===== src/tccw_pkg.sv =====
// shared types and constants of the text console cell writer
`default_nettype none

package tccw_pkg;

    localparam logic [7:0] CH_NEWLINE   = 8'd10;
    localparam logic [7:0] CH_BACKSPACE = 8'd8;
    localparam logic [7:0] CH_SPACE     = 8'd32;
    localparam logic [7:0] DFLT_ATTR_RST = 8'd15;

    typedef enum logic [2:0] {
        KIND_PUT    = 3'd0,
        KIND_PUT_AT = 3'd1,
        KIND_MOVE   = 3'd2,
        KIND_CLEAR  = 3'd3,
        KIND_READ   = 3'd4
    } tccw_kind_t;

    typedef enum logic [3:0] {
        OP_NONE,
        OP_LOAD,
        OP_ADDR,
        OP_PUT,
        OP_MOVE,
        OP_RD_ISSUE,
        OP_RD_CAPTURE,
        OP_CLR_ISSUE,
        OP_CLR_CAPTURE,
        OP_FILL,
        OP_SCROLL
    } tccw_op_t;

    typedef struct packed {
        tccw_op_t op;
        logic     fill_blank;
        logic     out_load;
    } tccw_cmd_t;

    typedef struct packed {
        logic [2:0] in_kind;
        logic [2:0] kind;
        logic       scroll_need;
        logic       fill_last;
        logic       scroll_last;
        logic       out_free;
    } tccw_sts_t;

endpackage

`default_nettype wire


===== src/tccw_ctrl.sv =====
// controller state machine sequencing each request through the datapath
`default_nettype none

module tccw_ctrl import tccw_pkg::*; (
    input  wire        clk,
    input  wire        rst_n,
    input  wire        s_axis_tvalid,
    output logic       s_axis_tready,
    input  tccw_sts_t  sts,
    output tccw_cmd_t  cmd
);

    typedef enum logic [3:0] {
        S_INIT,
        S_IDLE,
        S_ADDR,
        S_PUT,
        S_MOVE,
        S_READ,
        S_RDCAP,
        S_SCROLL,
        S_CLR_RD,
        S_CLR_CAP,
        S_FILL,
        S_DONE
    } state_t;

    state_t state_reg, state_next;
    logic   accept;

    assign s_axis_tready = (state_reg == S_IDLE);
    assign accept        = s_axis_tvalid && s_axis_tready;

    always_comb
    begin
        state_next     = state_reg;
        cmd.op         = OP_NONE;
        cmd.fill_blank = 1'b0;
        cmd.out_load   = 1'b0;
        unique case (state_reg)
            S_INIT:
            begin
                cmd.op         = OP_FILL;
                cmd.fill_blank = 1'b1;
                if (sts.fill_last)
                    state_next = S_IDLE;
            end
            S_IDLE:
            begin
                if (accept)
                begin
                    cmd.op = OP_LOAD;
                    unique case (sts.in_kind)
                        KIND_PUT, KIND_PUT_AT, KIND_READ: state_next = S_ADDR;
                        KIND_MOVE:                        state_next = S_MOVE;
                        KIND_CLEAR:                       state_next = S_CLR_RD;
                        default:                          state_next = S_DONE;
                    endcase
                end
            end
            S_ADDR:
            begin
                cmd.op     = OP_ADDR;
                state_next = (sts.kind == KIND_READ) ? S_READ : S_PUT;
            end
            S_PUT:
            begin
                cmd.op     = OP_PUT;
                state_next = sts.scroll_need ? S_SCROLL : S_DONE;
            end
            S_MOVE:
            begin
                cmd.op     = OP_MOVE;
                state_next = S_DONE;
            end
            S_READ:
            begin
                cmd.op     = OP_RD_ISSUE;
                state_next = S_RDCAP;
            end
            S_RDCAP:
            begin
                cmd.op     = OP_RD_CAPTURE;
                state_next = S_DONE;
            end
            S_SCROLL:
            begin
                cmd.op = OP_SCROLL;
                if (sts.scroll_last)
                    state_next = S_DONE;
            end
            S_CLR_RD:
            begin
                cmd.op     = OP_CLR_ISSUE;
                state_next = S_CLR_CAP;
            end
            S_CLR_CAP:
            begin
                cmd.op     = OP_CLR_CAPTURE;
                state_next = S_FILL;
            end
            S_FILL:
            begin
                cmd.op = OP_FILL;
                if (sts.fill_last)
                    state_next = S_DONE;
            end
            S_DONE:
            begin
                if (sts.out_free)
                begin
                    cmd.out_load = 1'b1;
                    state_next   = S_IDLE;
                end
            end
        endcase
    end

    always_ff @(posedge clk or negedge rst_n)
    begin
        if (!rst_n)
            state_reg <= S_INIT;
        else
            state_reg <= state_next;
    end

    a_put_no_scroll: assert property (@(posedge clk) disable iff (!rst_n)
        (state_reg == S_PUT && !sts.scroll_need) |=> (state_reg == S_DONE))
        else $error("character write without scroll did not finish");

    a_scroll_end: assert property (@(posedge clk) disable iff (!rst_n)
        (state_reg == S_SCROLL && sts.scroll_last) |=> (state_reg == S_DONE))
        else $error("scroll sweep overran its end");

    a_init_once: assert property (@(posedge clk) disable iff (!rst_n)
        (state_reg != S_INIT) |=> (state_reg != S_INIT))
        else $error("store clearing pass restarted");

    a_done_holds: assert property (@(posedge clk) disable iff (!rst_n)
        (state_reg == S_DONE && !sts.out_free) |=> (state_reg == S_DONE))
        else $error("result dropped while output register busy");

endmodule

`default_nettype wire


===== config.mk =====
export PLATFORM = sky130hd
export DESIGN_NAME = tccw_ctrl
export DESIGN_NICKNAME = d
export VERILOG_FILES = /design/src/tccw_pkg.sv /design/src/tccw_ctrl.sv
export SDC_FILE = /design/constraint.sdc
export NUM_CORES = 1
export LEC_CHECK = 0
export BUFFER_PORTS_ARGS = -buffer_cell sky130_fd_sc_hd__clkbuf_2
export CELL_PAD_IN_SITES_DETAIL_PLACEMENT = 0
export CELL_PAD_IN_SITES_GLOBAL_PLACEMENT = 1
export CORE_UTILIZATION = 35
export CTS_BUF_LIST = sky130_fd_sc_hd__clkbuf_4
export CTS_CLUSTER_DIAMETER = 40
export DETAILED_ROUTE_END_ITERATION = 10
export PLACE_DENSITY_LB_ADDON = 0.1
export SLEW_MARGIN = 5
export SYNTH_ARGS = -nofsm -noshare
export SYNTH_HDL_FRONTEND = slang
export SYNTH_SLANG_ARGS = --single-unit
export TNS_END_PERCENT = 20

===== constraint.sdc =====
create_clock -name clk -period 3 [get_ports clk]
set_input_delay 0 -clock clk [delete_from_list [all_inputs] [get_ports clk]]
set_output_delay 0 -clock clk [all_outputs]
set_load 0.05 [all_outputs]

Word level (Yosys, flattened, before mapping)
Cells that the tools add are included.

Logic and storage cells: 43. Input bits: 13. Flip-flop bits (word level): 4. Output and inout bits: 7.

Muxes and demuxes: 14. Equal/unequal tests: 21. Reduce and logical (&&, ||, !) cells: 7.

Operators with widths (count): $pmux W4 S11 (1); $pmux W4 S10 (1); $mux W4 (6); $eq A4 B3 Y1 const B (4); $eq A4 B4 Y1 const B (4); $pmux W4 S3 (1); $eq A4 B2 Y1 const B (2); $ne A2 B2 Y1 const B (4); $eq A3 B2 Y1 const B (2); $eq A3 B3 Y1 const B (2); $reduce_and A5 Y1 (1); $eq A4 B1 Y1 const B (1); $logic_not A4 Y1 (1); $mux W1 (4); $reduce_or A2 Y1 (2); $eq A3 B1 Y1 const B (1); $logic_not A3 Y1 (1); $mux W3 (1); $reduce_or A3 Y1 (1); $ne A2 B1 Y1 const B (1); $logic_and A1 B1 Y1 (1).

Longest topological paths before layout
Gate-level depths: netlist (run 1).

Depth after elaboration: 5. Gate-level depth with buffers: 6. Gate-level depth less buffers: 5.

Least setup slack after synthesis (run 1)
OpenSTA, ideal clock, no wires.

Path kind: register to output. Start point: reg state_reg[2]. End point: out cmd[4] (netlist name). Cell stages (with the launch flop): 6. Slack: 1282 ps. Arrival: 1718 ps. Cell sequence: dfrtp_1 > buf_6 > clkbuf_1 > nor3_1 > a21oi_1 > o22ai_1.

RTL lines: start, declared (line tccw_ctrl.sv:28) `state_t state_reg, state_next;`; start signal, assigned (line tccw_ctrl.sv:124) `state_reg <= state_next;`; end, declared (line tccw_ctrl.sv:10) `output tccw_cmd_t cmd`.

Worst setup path in the final report (run 1)
Start point: reg state_reg[2]. End point: reg state_reg[1].

Cells in the longest elaborated chain, start to end: 4.

Ends and longest elaborated chain: $eq A4 B1 Y1 (line tccw_ctrl.sv:31, tccw_ctrl.sv:40); $logic_and A1 B1 Y1 (line tccw_ctrl.sv:32) `assign accept = s_axis_tvalid && s_axis_tready;`; $ne A2 B1 Y1 (no line); $reduce_and A5 Y1 (no line).

Parallel ways exist; a longest one is shown, timed or not. A chain may end at the register's enable or synchronous reset.

==> results of run 1 <==
tightest hold or removal path, stage by stage:
cell      delay, ns
clkbuf_2       0.08
nand4b_1       0.11
a21oi_1        0.07
power by group:
part | internal, mW | leakage (nW) | switching (mW)
Combinational | 0.177 | 0.203 | 0.330
Sequential | 0.0795 | 0.0461 | 0.0933
Clock | 0.0447 | 0.0138 | 0.0221
Yosys cell counts:
| cell type | count |
|---|---|
| a21oi_1 | 9 |
| nor2_1 | 6 |
| dfrtp_1 | 4 |
| nand2_1 | 4 |
| o21ai_0 | 4 |
| clkbuf_1 | 3 |
| inv_1 | 3 |
| nand2b_1 | 3 |
| nor3_1 | 3 |
| nand4b_1 | 2 |
| nor2b_1 | 2 |
| o211ai_1 | 2 |
| o21bai_1 | 2 |
| a41oi_2 | 1 |
| and2_1 | 1 |
| and3_1 | 1 |
| and3b_1 | 1 |
| buf_2 | 1 |
| buf_6 | 1 |
| maj3_1 | 1 |
| nand4_1 | 1 |
| nor4b_1 | 1 |
| o21ai_1 | 1 |
| o221a_4 | 1 |
| o22ai_1 | 1 |
| o2bb2ai_1 | 1 |
| o311ai_0 | 1 |
| or2_4 | 1 |
| or3_1 | 1 |
| or3b_4 | 1 |
logic make-up after synthesis:
| logic type | count (synthesis) | share of synthesized area (%) |
|---|---|---|
| AND/OR/NAND/NOR | 28 | 34.7 |
| AO/OA/AOI/OAI | 23 | 33.9 |
| buffers and inverters | 8 | 8.20 |
| flip-flops | 4 | 21.2 |
| adder cells (fa/ha/maj) | 1 | 2.12 |
final timing paths:
kind                                    from           end  cells past startpoint
worst min register to register  state_reg[3]  state_reg[2]                      1
worst max register to register  state_reg[2]  state_reg[1]                      5
max in group asynchronous              rst_n  state_reg[0]                      2
min in group asynchronous              rst_n  state_reg[3]                      2
worst min-delay path                  sts[1]  state_reg[2]                      3
worst max-delay path            state_reg[2]  state_reg[1]                      5
routing by layer:
metal	vias to the layer above	routed length, um	GRT usage [%]
li1	276	-	-
met1	243	591	24.1
met2	25	498	25.0
met3	2	87	3.47
met4	0	3	7.76
met5	-	0	0
final cells by class:
type                       instances  area (um2)
fill                             135         596
multi-input combinational         52         334
timing repair buffer              20         105
sequential                         4         100
clock buffer                       3        22.5
tap                               14        17.5
inverter                           3        11.3
==> reports/results.ini, run 1 <==
[clocking]
root_buffer=clkbuf_4
cts_buffer_depth=2
cts_max_level=1
cts_tree=done
post_cts_buffers=0
ctsHoldBuffers=1
clock_sinks=4
clkLatencyLatePin_ns=0.24
cts_buffers=3
clk_pin_slew_ns=0.04
cts_resized=0

[worst_setup_path]
critical-path-top-delay-family=simple AND/OR/NAND/NOR gates
end_kind=flop
rrSetupSlack_ns=1.12
start_kind=flop
critPathBufInv=0
critPathArrivalTime_ns=2.00
max_stage_delay_ns=0.55
critical_path.cell_chain=or2_4, or3b_4, o221a_4, a21oi_1, a21oi_1
crit_type=reg2reg
crit_required_ns=3.12
path_max_fanout=19
critical_path.most_common_cell=a21oi_1
crit_slowest_cell=dfrtp_1

[power]
leakage_nw=0.263
p_total_mw=0.747
irDropWorstVdd_v=0.000375
power-per-cell-area_mw_per_mm2=1260

[sta]
slew_viol_final=0
fin_crit_ns=1.88
final.setup.tns_ns=0
postLayoutSetupSlackWorst_ns=1.12
finalCritPeriodShare_pct=62.7
clock-skew-final_ns=0.00472
fmax_ghz=0.532
slew_headroom_pct=66.1
setup_viol=0
timing.hold.ws_ns=0.0780
rsz0062_at_grt=false
max_slew.worst_pin.slew_ns=0.509
hold_viol=0

[cells_and_area]
fin_cells=96
largest_register_ffs=4
diodes=0
final_common_cell=clkbuf_2
layout.nets=97
syn2layout_area_growth_pct=24.9
design_area_um2=591
drive_gt1_share_pct=31.7
final_util_pct=49.8
final_cell_mix=19 x clkbuf_2, 9 x a21oi_1, 6 x nor2_1

[drt]
wl_um=1180
dr.pass1.iters=4
vias_per_cell=5.69
drt_iter0_drc=18
post_drt_wl_per_cell_um=12.3
drc=0
drtAntennaViolNets=0
vias=546

[floorplanning]
dieWidth_um=38.8
start_util_pct=39.9
die_area_mm2=0.00150
rows=12
core_mm2=0.00119
pin_count=20
die_h_um=38.8

[placed_design]
placed_cells=92
portBuffers=19
postPlaceCellArea_um2=558
dp_hpwl_um=869
post-place-ws_ns=1.13
gp_congestion=0.763

[logic_synthesis]
synth_cell_types=30
syn_avg_cell_area_um2=7.39
ys_warn_count=0
synth_top_area_cell=dfrtp_1
ys_top_cells_by_area=dfrtp_1 21%, a21oi_1 9.5%, nor2_1 4.8%, o21ai_0 4.2%, o221a_4 4.2%
ys_ff_latch=4
syn_nets=77
synth_top_area_share_pct=21.2
ys_seq_area_share_pct=21.2
postSynthCellCount=64
netlist_area_um2=473

[flow_run]
drv_cap=0

[global_route]
grt_usage_pct=17.3
antenna_found_initial=0
grt_pass1_wl_um=1810
grt_max_degree=20
first_global_vias=439
overflow=0

[status]
status=complete, no violations

[hold_path]
hold_path_class=in2reg

Power figures use the tool's default switching activity.
==> run 2, diff against run 1 <==
CORE_UTILIZATION = 33   (was 35)
clock period = 1.8 ns   (was 3 ns; I/O delays follow)
==> run 2 against run 1 <==
Net effect: first-iteration DRC count fell by 61%; non-clock buffer count rose by 5; global-route usage rose by 1.6 points; register-to-register slack got worse by 0.95 ns; largest cell class unchanged; utilization fell by 2.0 points; clock power rose by 63%.
==> reports/results.ini, run 2 (synthesized netlist as in run 1, its figures left out) <==
[global_route]
antenna_found_initial=0  ; unchanged
grt_max_degree=19  ; was 20
grt_usage_pct=18.9  ; was 17.3%
overflow=0  ; unchanged
grt_pass1_wl_um=2060  ; was 1810 um
first_global_vias=497  ; was 439

[clocking]
cts_max_level=1  ; unchanged
cts_buffer_depth=2  ; unchanged
clk_pin_slew_ns=0.04  ; about the same
cts_buffers=3  ; unchanged
cts_resized=0  ; unchanged
clkLatencyLatePin_ns=0.23  ; was 0.24 ns
clock_sinks=4  ; unchanged
cts_tree=done  ; unchanged
post_cts_buffers=0  ; unchanged
root_buffer=clkbuf_4  ; unchanged

[worst_setup_path]
reg2reg_to=state_reg[1]  ; unchanged
crit_path_end=state_reg[1]  ; unchanged
rrSetupSlack_ns=0.17  ; was 1.12 ns
critical_path.cell_chain=or2_4, or3b_4, o221a_4, a21oi_1, a21oi_1  ; unchanged
crit_start=state_reg[0]  ; was state_reg[2]
ff2ff_path_depth=5  ; unchanged
rr_startpoint=state_reg[0]  ; was state_reg[2]
crit_required_ns=1.91  ; was 3.12 ns
end_kind=flop  ; unchanged
critPathArrivalTime_ns=1.74  ; was 2.00 ns
path_max_fanout=6  ; was 19
crit_slowest_cell=or3b_4  ; was dfrtp_1
critical_path.most_common_cell=a21oi_1  ; unchanged
max_stage_delay_ns=0.39  ; was 0.55 ns
start_kind=flop  ; unchanged
crit_type=reg2reg  ; unchanged

[hold_path]
hold_start=sts[1]  ; unchanged
hold-path-cell-count=3  ; unchanged
hold_path_class=in2reg  ; unchanged

[floorplanning]
start_util_pct=35.9  ; was 39.9%
dieWidth_um=39.9  ; was 38.8 um
core_mm2=0.00132  ; was 0.00119 mm2
rows=13  ; was 12
die_h_um=39.9  ; was 38.8 um
die_area_mm2=0.00159  ; was 0.00150 mm2
pin_count=20  ; unchanged

[sta]
finalCritPeriodShare_pct=90.4  ; was 62.7%
max_slew.worst_pin.slew_ns=0.381  ; was 0.509 ns
fmax_ghz=0.615  ; was 0.532 GHz
slew_headroom_pct=74.2  ; was 66.1%
setup_viol=0  ; unchanged
rsz0062_at_grt=false  ; unchanged
fin_crit_ns=1.63  ; was 1.88 ns
slew_viol_final=0  ; unchanged
timing.hold.ws_ns=0.0567  ; was 0.0780 ns
hold_viol=0  ; unchanged
postLayoutSetupSlackWorst_ns=0.173  ; was 1.12 ns
final.setup.tns_ns=0  ; unchanged
clock-skew-final_ns=0.00166  ; was 0.00472 ns

[cells_and_area]
final_common_cell=clkbuf_2  ; unchanged
diodes=0  ; unchanged
largest_register_ffs=4  ; unchanged
final_cell_mix=19 x clkbuf_2, 9 x a21oi_1, 6 x nor2_1  ; unchanged
fin_cells=102  ; was 96
syn2layout_area_growth_pct=33.1  ; was 24.9%
design_area_um2=629  ; was 591 um2
drive_gt1_share_pct=35.6  ; was 31.7%
layout.nets=102  ; was 97

[drt]
drc=0  ; unchanged
vias=544  ; was 546
post_drt_wl_per_cell_um=11.9  ; was 12.3 um
drtAntennaViolNets=0  ; unchanged
drt_iter0_drc=7  ; was 18
wl_um=1220  ; was 1180 um
vias_per_cell=5.33  ; was 5.69
dr.pass1.iters=4  ; unchanged

[placed_design]
post-place-ws_ns=0.172  ; was 1.13 ns
portBuffers=19  ; unchanged
postPlaceCellArea_um2=597  ; was 558 um2
dp_hpwl_um=956  ; was 869 um
gp_congestion=0.825  ; was 0.763
placed_cells=98  ; was 92

[flow_run]
drv_cap=0  ; unchanged

[power]
irDropWorstVdd_v=0.000876  ; was 0.000375 V
leakage_nw=0.286  ; was 0.263 nW
power-per-cell-area_mw_per_mm2=2110  ; was 1260 mW/mm2

[status]
status=complete, no violations  ; unchanged

run 2: changes by cell type in the layout (fill, tap and decap cells not counted):
cell and change:
buf_4 +5
run 2: what timing repair did:
item | 4_1_cts | 5_1_grt
hold buffers | 1 | 0
setup endpoints to repair | 0 | 0
hold endpoints to repair | 4 | 0
run 2: worst min-delay path by stage:
stage	slack (ns)	endpoint
after floorplan	-0.30	state_reg[0]
after global placement	-0.19	state_reg[1]
after detailed placement	-0.19	state_reg[3]
after CTS	0.05	state_reg[2]
after global routing	0.07	state_reg[2]
final	0.06	state_reg[2]
run 2: final cells by class:
class,instances,area [um2]
inverter,3,11.3
multi-input combinational,52,334
fill,137,688
tap,15,18.8
timing repair buffer,25,143
sequential,4,100
clock buffer,3,22.5
run 2: metal layers:
metal / up-vias / wire length, um / GRT usage, %
met2: 11 / 588 / 33.2
met1: 251 / 589 / 23.9
li1: 282 / - / -
met4: 0 / 0 / 0
met5: - / 0 / 0
met3: 0 / 38 / 5.11
run 2: report_power, final:
group          leakage [nW]  internal (mW)  total (mW)  switching (mW)
combinational         0.226          0.358        1.04           0.687
clock                0.0138         0.0744       0.109          0.0342
sequential           0.0461          0.135       0.172          0.0371
run 2: critical path, delay by kind of cell (launching register included):
kind	cells	cell delay [ns]
and+or+nand+nor	2	0.65
DFF	1	0.36
AOI/OAI and AO/OA	3	0.50
run 2: through the flow:
stage / utilization (%) / total power [mW]
5_1_grt: 47.8 / 1.44
6_report: 47.8 / 1.33
3_5_place_dp: 45.3 / 1.22
4_1_cts: 47.8 / 1.33
3_3_place_gp: 45.3 / 1.22
2_1_floorplan: - / 0.983
